## config.mk

```make
export PLATFORM = sky130hd
export DESIGN_NAME = bresenham_line_rasterizer_core
export DESIGN_NICKNAME = d
export VERILOG_FILES = /design/src/hw/rtl/blr_pkg.sv /design/src/hw/rtl/bresenham_line_rasterizer_core.sv
export SDC_FILE = /design/constraint.sdc
export NUM_CORES = 1
export LEC_CHECK = 0
export CORE_ASPECT_RATIO = 2
export CORE_MARGIN = 3
export CORE_UTILIZATION = 35
export DETAILED_ROUTE_END_ITERATION = 16
export DONT_BUFFER_PORTS = 1
export PLACE_DENSITY = 0.5
export SYNTH_ARGS = -nofsm -noshare
export SYNTH_HDL_FRONTEND = slang
export SYNTH_SLANG_ARGS = --single-unit
export TNS_END_PERCENT = 5
```

## constraint.sdc

```tcl
create_clock -name clock -period 9.6 [get_ports clock]
set_clock_uncertainty 0.05 [all_clocks]
set_input_delay 1.44 -clock clock [delete_from_list [all_inputs] [get_ports clock]]
set_output_delay 1.44 -clock clock [all_outputs]
set_load 0.1 [all_outputs]
```

## src/hw/rtl/blr_pkg.sv

```systemverilog
// Shared constants and the coordinate clamp for the line rasterizer.
// No dependencies; the core imports everything from here.
`timescale 1ns / 1ps

package blr_pkg;

   // Coordinate width; the image may be up to 2**COORD_BITS pixels on a side.
   localparam int COORD_BITS = 12;
   // Fixed widths of the request endpoints, the color and the size registers.
   localparam int IN_BITS    = 16;
   localparam int COLOR_BITS = 8;
   localparam int SIZE_BITS  = 13;
   // Doubled deltas and the signed error term.
   localparam int TWICE_BITS = COORD_BITS + 2;
   localparam int ERR_BITS   = COORD_BITS + 3;
   // Wide enough to compare a size register against the coordinate cap.
   localparam int LIM_BITS   = (SIZE_BITS > COORD_BITS + 1) ? SIZE_BITS : COORD_BITS + 1;

   localparam int  CSR_INDEX_BITS = 1;
   localparam logic [CSR_INDEX_BITS-1:0] CSR_IMAGE_WIDTH  = 1'b0;
   localparam logic [CSR_INDEX_BITS-1:0] CSR_IMAGE_HEIGHT = 1'b1;

   localparam logic [SIZE_BITS-1:0] RESET_WIDTH  = 13'd640;
   localparam logic [SIZE_BITS-1:0] RESET_HEIGHT = 13'd480;

   localparam logic CMD_START = 1'b0;
   localparam logic CMD_STEP  = 1'b1;

   // Step directions, two-bit two's complement.
   localparam logic [1:0] DIR_ZERO = 2'b00;
   localparam logic [1:0] DIR_POS  = 2'b01;
   localparam logic [1:0] DIR_NEG  = 2'b11;

   // Clamps a signed endpoint coordinate into [0, size-1]. A size of zero acts
   // as one, and a size above the coordinate range acts as the full range.
   function automatic logic [COORD_BITS-1:0] clamp_coord(
      input logic signed [IN_BITS-1:0] c,
      input logic [SIZE_BITS-1:0]      size
   );
      logic [LIM_BITS-1:0]   size_wide;
      logic [COORD_BITS-1:0] top;
      logic [IN_BITS-1:0]    top_wide;
      logic [COORD_BITS-1:0] res;
      size_wide = LIM_BITS'(size);
      if (size == '0) begin
         top = '0;
      end else if (size_wide > (LIM_BITS'(1) << COORD_BITS)) begin
         top = '1;
      end else begin
         top = COORD_BITS'(size_wide - LIM_BITS'(1));
      end
      top_wide = IN_BITS'(top);
      if (c[IN_BITS-1]) begin
         res = '0;
      end else if ($unsigned(c) > top_wide) begin
         res = top;
      end else begin
         res = c[COORD_BITS-1:0];
      end
      return res;
   endfunction

endpackage

```

## src/hw/rtl/bresenham_line_rasterizer_core.sv

```systemverilog
// Bresenham line rasterizer core: start and step requests in, one pixel out.
// Depends on blr_pkg for widths, register indexes, command codes and clamping.
`timescale 1ns / 1ps

//  channel | direction | handshake            | contents
//  req_    | in        | req_valid/req_ready  | command, two endpoints, color
//  rsp_    | out       | rsp_valid/rsp_ready  | pixel x/y, color, valid, last flag
//  csr_    | in        | csr_valid/csr_ready  | register index, write data
//
// One request per cycle. A request is first held in the input register and is
// then processed into the response register, where its response stays valid
// until it is taken.
// The line state (position, error, deltas) updates in the single step between
// those registers: a step subtracts and adds into the error and increments the position.
// Reset is synchronous; it clears the line state and sets the size registers to 640x480.
// A stalled response holds the input register; requests stall only when both
// registers are full and the response is not taken in that cycle.

module bresenham_line_rasterizer_core (
   input  logic                              clock,
   input  logic                              reset,
   input  logic                              req_valid,
   output logic                              req_ready,
   input  logic                              req_cmd,
   input  logic signed [blr_pkg::IN_BITS-1:0] req_start_x,
   input  logic signed [blr_pkg::IN_BITS-1:0] req_start_y,
   input  logic signed [blr_pkg::IN_BITS-1:0] req_end_x,
   input  logic signed [blr_pkg::IN_BITS-1:0] req_end_y,
   input  logic [blr_pkg::COLOR_BITS-1:0]    req_color,
   output logic                              rsp_valid,
   input  logic                              rsp_ready,
   output logic [blr_pkg::COORD_BITS-1:0]    rsp_pixel_x,
   output logic [blr_pkg::COORD_BITS-1:0]    rsp_pixel_y,
   output logic [blr_pkg::COLOR_BITS-1:0]    rsp_pixel_color,
   output logic                              rsp_pixel_valid,
   output logic                              rsp_last_pixel,
   input  logic                              csr_valid,
   output logic                              csr_ready,
   input  logic [blr_pkg::CSR_INDEX_BITS-1:0] csr_index,
   input  logic [blr_pkg::SIZE_BITS-1:0]     csr_data
);
   import blr_pkg::*;

   // Size registers.
   logic [SIZE_BITS-1:0] width_ff, height_ff;

   // Input register.
   logic                       in_valid_ff;
   logic                       in_cmd_ff;
   logic signed [IN_BITS-1:0]  in_sx_ff, in_sy_ff, in_ex_ff, in_ey_ff;
   logic [COLOR_BITS-1:0]      in_color_ff;

   // Line state.
   logic [COORD_BITS-1:0]      cur_x_ff, cur_y_ff, goal_x_ff, goal_y_ff;
   logic [COORD_BITS-1:0]      cur_x_in, cur_y_in, goal_x_in, goal_y_in;
   logic signed [ERR_BITS-1:0] err_ff, err_in;
   logic [TWICE_BITS-1:0]      twice_dx_ff, twice_dy_ff, twice_dx_in, twice_dy_in;
   logic [1:0]                 dir_x_ff, dir_y_ff, dir_x_in, dir_y_in;
   logic                       x_major_ff, x_major_in;
   logic                       busy_ff, busy_in;
   logic [COLOR_BITS-1:0]      color_ff, color_in;

   // Response register.
   logic                       rsp_valid_ff;
   logic [COORD_BITS-1:0]      rsp_x_ff, rsp_y_ff, rsp_x_in, rsp_y_in;
   logic [COLOR_BITS-1:0]      rsp_color_ff, rsp_color_in;
   logic                       rsp_pv_ff, rsp_pv_in;
   logic                       rsp_last_ff, rsp_last_in;

   // Work signals.
   logic                       out_free, proc;
   logic [COORD_BITS-1:0]      x1, y1, x2, y2;
   logic signed [COORD_BITS:0] diff_x, diff_y;
   logic [COORD_BITS-1:0]      abs_x, abs_y;
   logic [TWICE_BITS-1:0]      tdx, tdy;
   logic                       s_major, minor_step, major_pos;
   logic signed [ERR_BITS-1:0] err_sel;
   logic [TWICE_BITS-1:0]      twice_major, twice_minor;
   logic [COORD_BITS-1:0]      nx, ny;
   logic                       step_x, step_y;

   assign out_free  = !rsp_valid_ff || rsp_ready;
   assign proc      = in_valid_ff && out_free;
   assign req_ready = !in_valid_ff || out_free;
   assign csr_ready = 1'b1;

   // Start setup: clamp both endpoints and derive deltas and directions.
   assign x1 = clamp_coord(in_sx_ff, width_ff);
   assign y1 = clamp_coord(in_sy_ff, height_ff);
   assign x2 = clamp_coord(in_ex_ff, width_ff);
   assign y2 = clamp_coord(in_ey_ff, height_ff);

   assign diff_x  = $signed({1'b0, x2}) - $signed({1'b0, x1});
   assign diff_y  = $signed({1'b0, y2}) - $signed({1'b0, y1});
   assign abs_x   = diff_x[COORD_BITS] ? COORD_BITS'(-diff_x) : diff_x[COORD_BITS-1:0];
   assign abs_y   = diff_y[COORD_BITS] ? COORD_BITS'(-diff_y) : diff_y[COORD_BITS-1:0];
   assign tdx     = {1'b0, abs_x, 1'b0};
   assign tdy     = {1'b0, abs_y, 1'b0};
   assign s_major = abs_x >= abs_y;

   // Step: the minor axis moves on a positive error, or on zero error when the
   // major direction is positive.
   assign major_pos   = x_major_ff ? (dir_x_ff == DIR_POS) : (dir_y_ff == DIR_POS);
   assign minor_step  = (err_ff > 0) || ((err_ff == '0) && major_pos);
   assign twice_major = x_major_ff ? twice_dx_ff : twice_dy_ff;
   assign twice_minor = x_major_ff ? twice_dy_ff : twice_dx_ff;
   assign err_sel     = minor_step ? err_ff - $signed({1'b0, twice_major}) : err_ff;
   assign step_x      = x_major_ff || minor_step;
   assign step_y      = !x_major_ff || minor_step;
   assign nx = step_x ? cur_x_ff + {{(COORD_BITS-2){dir_x_ff[1]}}, dir_x_ff} : cur_x_ff;
   assign ny = step_y ? cur_y_ff + {{(COORD_BITS-2){dir_y_ff[1]}}, dir_y_ff} : cur_y_ff;

   always_comb begin
      cur_x_in     = cur_x_ff;
      cur_y_in     = cur_y_ff;
      goal_x_in    = goal_x_ff;
      goal_y_in    = goal_y_ff;
      err_in       = err_ff;
      twice_dx_in  = twice_dx_ff;
      twice_dy_in  = twice_dy_ff;
      dir_x_in     = dir_x_ff;
      dir_y_in     = dir_y_ff;
      x_major_in   = x_major_ff;
      busy_in      = busy_ff;
      color_in     = color_ff;
      rsp_x_in     = '0;
      rsp_y_in     = '0;
      rsp_color_in = '0;
      rsp_pv_in    = 1'b0;
      rsp_last_in  = 1'b0;
      if (in_cmd_ff == CMD_START) begin
         cur_x_in    = x1;
         cur_y_in    = y1;
         goal_x_in   = x2;
         goal_y_in   = y2;
         twice_dx_in = tdx;
         twice_dy_in = tdy;
         dir_x_in    = diff_x[COORD_BITS] ? DIR_NEG : (diff_x == '0 ? DIR_ZERO : DIR_POS);
         dir_y_in    = diff_y[COORD_BITS] ? DIR_NEG : (diff_y == '0 ? DIR_ZERO : DIR_POS);
         x_major_in  = s_major;
         err_in      = s_major ? $signed({1'b0, tdy}) - $signed({3'b000, abs_x})
                               : $signed({1'b0, tdx}) - $signed({3'b000, abs_y});
         busy_in     = s_major ? (x1 != x2) : (y1 != y2);
         color_in    = in_color_ff;
         rsp_x_in     = x1;
         rsp_y_in     = y1;
         rsp_color_in = in_color_ff;
         rsp_pv_in    = 1'b1;
         rsp_last_in  = !busy_in;
      end else if (busy_ff) begin
         cur_x_in     = nx;
         cur_y_in     = ny;
         err_in       = err_sel + $signed({1'b0, twice_minor});
         busy_in      = x_major_ff ? (nx != goal_x_ff) : (ny != goal_y_ff);
         rsp_x_in     = nx;
         rsp_y_in     = ny;
         rsp_color_in = color_ff;
         rsp_pv_in    = 1'b1;
         rsp_last_in  = !busy_in;
      end
   end

   always_ff @(posedge clock) begin
      if (reset) begin
         width_ff  <= RESET_WIDTH;
         height_ff <= RESET_HEIGHT;
      end else if (csr_valid) begin
         case (csr_index)
            CSR_IMAGE_WIDTH:  width_ff  <= csr_data;
            CSR_IMAGE_HEIGHT: height_ff <= csr_data;
            default: ;
         endcase
      end
   end

   always_ff @(posedge clock) begin
      if (reset) begin
         in_valid_ff <= 1'b0;
      end else if (req_ready) begin
         in_valid_ff <= req_valid;
      end
   end

   always_ff @(posedge clock) begin
      if (req_valid && req_ready) begin
         in_cmd_ff   <= req_cmd;
         in_sx_ff    <= req_start_x;
         in_sy_ff    <= req_start_y;
         in_ex_ff    <= req_end_x;
         in_ey_ff    <= req_end_y;
         in_color_ff <= req_color;
      end
   end

   always_ff @(posedge clock) begin
      if (reset) begin
         cur_x_ff    <= '0;
         cur_y_ff    <= '0;
         goal_x_ff   <= '0;
         goal_y_ff   <= '0;
         err_ff      <= '0;
         twice_dx_ff <= '0;
         twice_dy_ff <= '0;
         dir_x_ff    <= DIR_ZERO;
         dir_y_ff    <= DIR_ZERO;
         x_major_ff  <= 1'b0;
         busy_ff     <= 1'b0;
         color_ff    <= '0;
      end else if (proc) begin
         cur_x_ff    <= cur_x_in;
         cur_y_ff    <= cur_y_in;
         goal_x_ff   <= goal_x_in;
         goal_y_ff   <= goal_y_in;
         err_ff      <= err_in;
         twice_dx_ff <= twice_dx_in;
         twice_dy_ff <= twice_dy_in;
         dir_x_ff    <= dir_x_in;
         dir_y_ff    <= dir_y_in;
         x_major_ff  <= x_major_in;
         busy_ff     <= busy_in;
         color_ff    <= color_in;
      end
   end

   always_ff @(posedge clock) begin
      if (reset) begin
         rsp_valid_ff <= 1'b0;
      end else if (out_free) begin
         rsp_valid_ff <= in_valid_ff;
      end
   end

   always_ff @(posedge clock) begin
      if (proc) begin
         rsp_x_ff     <= rsp_x_in;
         rsp_y_ff     <= rsp_y_in;
         rsp_color_ff <= rsp_color_in;
         rsp_pv_ff    <= rsp_pv_in;
         rsp_last_ff  <= rsp_last_in;
      end
   end

   assign rsp_valid       = rsp_valid_ff;
   assign rsp_pixel_x     = rsp_x_ff;
   assign rsp_pixel_y     = rsp_y_ff;
   assign rsp_pixel_color = rsp_color_ff;
   assign rsp_pixel_valid = rsp_pv_ff;
   assign rsp_last_pixel  = rsp_last_ff;

   // A request waiting on a full response register must stay in place.
   assert property (@(posedge clock) disable iff (reset)
      in_valid_ff && !out_free |=> in_valid_ff)
      else $error("stalled request dropped from the input register");

   // Emitting the last pixel of a line ends the line.
   assert property (@(posedge clock) disable iff (reset)
      proc && rsp_pv_in && rsp_last_in |=> !busy_ff)
      else $error("line still active after its last pixel");

   // A step with no active line reports an empty pixel, with zero coordinates and no last flag.
   assert property (@(posedge clock) disable iff (reset)
      rsp_valid_ff && !rsp_pv_ff |-> rsp_x_ff == '0 && rsp_y_ff == '0 && !rsp_last_ff)
      else $error("empty response carries pixel data");

   // Stepping only happens while a line is active.
   assert property (@(posedge clock) disable iff (reset)
      proc && in_cmd_ff == CMD_STEP && !busy_ff |=> $stable(cur_x_ff) && $stable(cur_y_ff))
      else $error("idle step moved the current pixel");

endmodule
```

# [Word level (Yosys, flattened, before mapping)]
# Cells that the tools add are included.
[word_totals] register_bits=236 elab_cells=122
[op_classes] addsub=12 n_lt_le_gt_ge=8 eq_ne=7 muxes=44 n_bitwise=2 n_reduce_logical=22
[ops] op="12-bit two-way mux" count=24
[ops] op="16-bit by 12-bit > comparator with 1-bit output" count=4
[ops] op="15-bit two-way mux" count=4
[ops] op="13-bit logical NOT" count=4
[ops] op="12-bit inequality test" count=4
[ops] op="13-bit by 12-bit subtractor with 14-bit output" count=2
[ops] op="13-bit > comparator, second input constant" count=2
[ops] op="13-bit two-way mux" count=2
[ops] op="12-bit by 12-bit subtractor with 13-bit output" count=2
[ops] op="12-bit adder" count=2
[ops] op="12-bit negation" count=2
[ops] op="12-bit by 1-bit subtractor with 12-bit output, second input constant" count=2
[ops] op="8-bit two-way mux" count=2
[ops] op="15-bit by 14-bit adder with 15-bit output" count=1
[ops] op="15-bit by 1-bit > comparator with 1-bit output, second input constant" count=1
[ops] op="15-bit logical NOT" count=1
[ops] op="15-bit by 14-bit subtractor with 15-bit output" count=1
[ops] op="12-bit greater-or-equal comparator" count=1
[ops] op="1-bit two-way mux" count=10
[ops] op="2-bit AND reduction" count=4
[ops] op="1-bit logical NOT" count=5
[ops] op="1-bit logical OR" count=5
[ops] op="2-bit by 1-bit == test with 1-bit output, second input constant" count=2
[ops] op="2-bit two-way mux" count=2
[ops] op="other kinds (3)" count=6

# [Longest topological paths before layout]
[logic_depth] word_depth=13 mapped_depth=43 mapped_depth_nobuf=42

# [Worst setup path after synthesis]
# OpenSTA, ideal clock, no wires.
[synth_timing] path_type="flip-flop to flip-flop" startpoint="reg width_ff[0]" endpoint="reg rsp_last_ff (netlist: rsp_last_pixel) (data pin)" setup_time_ps=266 arrival_time_ps=8642 required_time_ps=9284 path_slack_ps=642 stages_incl_launch_ff=44 n_path_buf=3 period_less_slack_ps=8958 cell_sequence="dfxtp_1 inv_1 ha_1 nand2_1 or3_1 nor4_1 nand2_1 maj3_1 inv_1 ha_1 nor2b_1 o21a_1 o21a_1 o21a_1 o21a_1 o21ai_0 a211oi_1 o31ai_1 [8 not listed] nor3_1 o311ai_2 clkbuf_1 nand2_1 o21ai_0 inv_1 ha_1 a21o_1 a21o_1 a211oi_1 o31ai_1 a21o_1 o2bb2ai_2 o2bb2ai_4 and2_4 buf_6 mux2i_1 nor3_1"
[synth_between] elab_chain_cells=13 word_cells_on_any_way=19 classes_between="3 x add/sub; 4 x order compare; 1 x eq/ne; 9 x mux; 2 x reduce/logical"
[synth_rtl] element="start: declaration" line_no="bresenham_line_rasterizer_core.sv:45" text="logic [SIZE_BITS-1:0] width_ff, height_ff;"
[synth_rtl] element="start signal: assignment" line_no="bresenham_line_rasterizer_core.sv:169" text="CSR_IMAGE_WIDTH: width_ff <= csr_data;"
[synth_rtl] element="12-bit by 1-bit subtractor with 12-bit output or 13-bit > comparator (tied branches)" line_no="blr_pkg.sv:50, blr_pkg.sv:47"
[synth_rtl] element="12-bit two-way mux" line_no="blr_pkg.sv:47" text="end else if (size_wide > (LIM_BITS'(1) << COORD_BITS)) begin"
[synth_rtl] element="12-bit two-way mux *" line_no="blr_pkg.sv:45" text="if (size == '0) begin"
[synth_rtl] element="16-bit by 12-bit > comparator with 1-bit output" line_no="blr_pkg.sv:55" text="end else if ($unsigned(c) > top_wide) begin"
[synth_rtl] element="12-bit two-way mux" line_no="blr_pkg.sv:55"
[synth_rtl] element="12-bit two-way mux" line_no="blr_pkg.sv:53" text="if (c[IN_BITS-1]) begin"
[synth_rtl] element="12-bit by 12-bit subtractor with 13-bit output *" line_no="bresenham_line_rasterizer_core.sv:93" text="assign diff_x = $signed({1'b0, x2}) - $signed({1'b0, x1});"
[synth_rtl] element="12-bit negation" line_no="bresenham_line_rasterizer_core.sv:95" text="assign abs_x = diff_x[COORD_BITS] ? COORD_BITS'(-diff_x) : diff_x[COORD_BITS-1:0];"
[synth_rtl] element="12-bit two-way mux *" line_no="bresenham_line_rasterizer_core.sv:95"
[synth_rtl] element="via abs_x[1]" line_no="bresenham_line_rasterizer_core.sv:74" text="logic [COORD_BITS-1:0] abs_x, abs_y;"
[synth_rtl] element="12-bit greater-or-equal comparator *" line_no="bresenham_line_rasterizer_core.sv:99" text="assign s_major = abs_x >= abs_y;"
[synth_rtl] element="1-bit two-way mux *" line_no="bresenham_line_rasterizer_core.sv:143" text="busy_in = s_major ? (x1 != x2) : (y1 != y2);"
[synth_rtl] element="1-bit logical NOT *" line_no="bresenham_line_rasterizer_core.sv:149" text="rsp_last_in = !busy_in;"
[synth_rtl] element="1-bit two-way mux *" line_no="bresenham_line_rasterizer_core.sv:131" text="if (in_cmd_ff == CMD_START) begin"
[synth_rtl] element="via rsp_last_in" line_no="bresenham_line_rasterizer_core.sv:68" text="logic rsp_last_ff, rsp_last_in;"
[synth_rtl] element="end signal: assignment" line_no="bresenham_line_rasterizer_core.sv:239" text="rsp_last_ff <= rsp_last_in;"
[synth_rtl] element="end: declaration" line_no="bresenham_line_rasterizer_core.sv:68"
# The timed path passes the listed nets; every way through them passes the cells marked *.
# A chain may end at the register's enable or synchronous reset.

# [Worst setup path after layout]
# Same ends and word-level chain as after synthesis.

==> run metrics <==
status=complete, no violations; IO Port Bufs=0; GPL Wtd Cong=0.931; critical path's largest stage delay=470 ps; Total Power=0.00546 W; Mapped Nets=2237; Post-CTS Setup Bufs=0; first-pass GRT wire length=91200 um; most used cell, CP=ha_1; Yosys reg bits=236; r2r worst-path depth=38; async set or reset register ratio after synthesis=0%; WS Path Type=reg -> reg; pre-CTS setup slack=10.1 ps; WL met3=2030 um; Slew HR=33.1%; Largest delay share family, worst path=compound AO/OA/AOI/OAI gates; slew at the pin closest to its max-slew limit=1010 ps; Num CTS Buffers=25; DRC=0; Overflow after GRT=0; Critical Path Source Type=flop; WL per Instance=22.9 um; Area Growth Syn to Fin=10.1%; WL final=60100 um; highest routed layer=met4; Max Fanout on Critical Path=12; vias in the first global route=15600; Slew Limit Fails=0; detailed router's first-iteration violation count=827; final design utilization=39.0%; GRT Util Overall=22.6%; Post-synth EDFFs=107; Mapped Cells=1985; dominant synthesized flop cell=dfxtp_1; count of cell types in the netlist=103; H-Tree Depth=1; pin count of the biggest net entering global routing=76; PD cells=285 nW/um^2; CTS tree=built; Pleak=7.64 nW; CP Capture Type=flop; Clock Path Buffers=3; final setup margin=533 ps; layout cell share with drive strength beyond 1=8.41%; slowest CP cell=ha_1; max cap viols=0; WP data arrival=9330 ps; maximum vdd ir drop=0.145 mV; Die X=164 um; detailed placement HPWL=46400 um; Syn Std Cell Area=17400 um^2; Max Fclk=0.110 GHz; Vias=15100; Crit path required time=9870 ps; Root Buffer=clkbuf_16; initial antenna violation count=0; Sink Count=236; Syn Area/Cell=8.78 um^2; # setup viols final=0; CP Depth=38; die area=52600 um^2; Tmin final=9070 ps; I/O Pins=129; metal2 WL=32700 um; ant diodes=0; clock-pin slew on the worst setup and hold paths=70 ps; sequential-to-total area share from yosys stat=33.3%; row count=115; worst skew pair latency=580 ps; synth warn=0; fin crit share=94.5%; crit path buf inv count=4; endpoints failing hold=0; Vias/cell=5.75; Hold WS=402 ps; Starting Density=35.4%; worst min-delay path class=reg -> reg; WHS Path Cells=2; core area=49200 um^2; M1 wire length=21100 um; Die Y=321 um; nets@finish=2219; Post-DRT Antenna Nets=0; drt pass-1 iters=6
-- sequential cells by signal, indices dropped and copies added (netlist names), 8 cells and up --
register         count
rsp_pixel_x         12
color_ff             8
rsp_pixel_y         12
err_ff              15
goal_y_ff           12
twice_dx_ff         12
in_sy_ff            16
in_ey_ff            16
cur_y_ff            12
in_color_ff          8
height_ff           13
cur_x_ff            12
goal_x_ff           12
width_ff            13
rsp_pixel_color      8
twice_dy_ff         12
in_sx_ff            16
in_ex_ff            16
-- layout make-up --
cell class / instances / area, um^2
multi-input cells: 1553 / 10900
flip-flops and latches: 236 / 5800
clock inverters: 19 / 250
well taps: 643 / 805
clock buffers: 26 / 639
fillers: 5055 / 30000
repair buffers: 47 / 353
inverters: 104 / 390
-- final timing paths --
path	startpoint	end	slack (ps)
worst min register to register	color_ff[3]	color_ff[3]	400
worst max register to register	width_ff[0]	rsp_last_pixel	530
worst min-delay path	color_ff[3]	color_ff[3]	400
worst max-delay path	width_ff[0]	rsp_last_pixel	530
-- where the power goes --
group / internal [W] / total [W] / switching [W] / leakage (nW)
combinational: 0.00126 / 0.00313 / 0.00188 / 5.12
clock: 0.000626 / 0.00109 / 0.000465 / 0.427
sequential: 0.00112 / 0.00124 / 0.000120 / 2.09
total: 0.00300 / 0.00546 / 0.00246 / 7.64
-- through the flow --
step                TNS (ps)  instances  instance area [um^2]
global placement           0       2583                 18200
finish                     0       2628                 19200
detailed placement         0       2583                 18200
CTS                        0       2628                 19100
floorplan                  0       1985                 17400
global route           -28.3       2628                 19200
-- per-layer routing --
metal / vias up / track usage, %
li1: 7310 / -
met1: 7248 / 22.3
met2: 408 / 44.0
met3: 152 / 2.48
met4: 0 / 13.4
met5: - / 0
-- synthesized netlist by cell type, types with 22 or more instances --
master / number / area, um^2
a21oi_1: 150 / 751
mux2i_1: 49 / 490
o21a_1: 29 / 218
nand2_1: 189 / 709
a211oi_1: 38 / 285
inv_1: 101 / 379
xor2_1: 46 / 403
nand3_1: 55 / 275
o32ai_1: 32 / 280
nor4_1: 22 / 138
a21o_1: 27 / 203
nor3_1: 51 / 255
edfxtp_1: 107 / 3210
nor2_1: 156 / 586
xnor2_1: 71 / 622
nor2b_1: 27 / 169
a211o_1: 22 / 193
dfxtp_1: 129 / 2580
o21ai_0: 109 / 546
ha_1: 152 / 1900
clkbuf_1: 77 / 289
-- worst min-delay path, delay by kind of cell (launching register included) --
kind            cells  cell delay, ps
compound gates      1              50
simple gates        1              50
flops               1             310
-- cell families after synthesis --
family / share of synthesized area, %
AO/OA/AOI/OAI: 22.9
XOR/XNOR: 6.55
adder cells (fa/ha/maj): 12.0
buffers and inverters: 4.35
flip-flops: 33.3
multiplexers: 3.91
other: 0.0215
AND/OR/NAND/NOR: 17.1
-- what timing repair did --
item,CTS,global route
hold buffers,0,0
endpoints found under the setup margin,2,18
gates resized for setup,1,14
-- placed cells by master, fill, tap and decap left out, drive strengths merged, types with 41 or more instances in the layout --
| cell | Yosys | routed |
|---|---|---|
| a211oi | 41 | 41 |
| a21oi | 152 | 152 |
| buf | 14 | 47 |
| dfxtp | 129 | 129 |
| edfxtp | 107 | 107 |
| ha | 152 | 152 |
| inv | 102 | 108 |
| mux2i | 49 | 49 |
| nand2 | 190 | 190 |
| nand3 | 55 | 55 |
| nor2 | 156 | 156 |
| nor3 | 51 | 51 |
| o21ai | 121 | 121 |
| xnor2 | 74 | 74 |
| xor2 | 46 | 46 |
(Power assumes the default switching activity.)
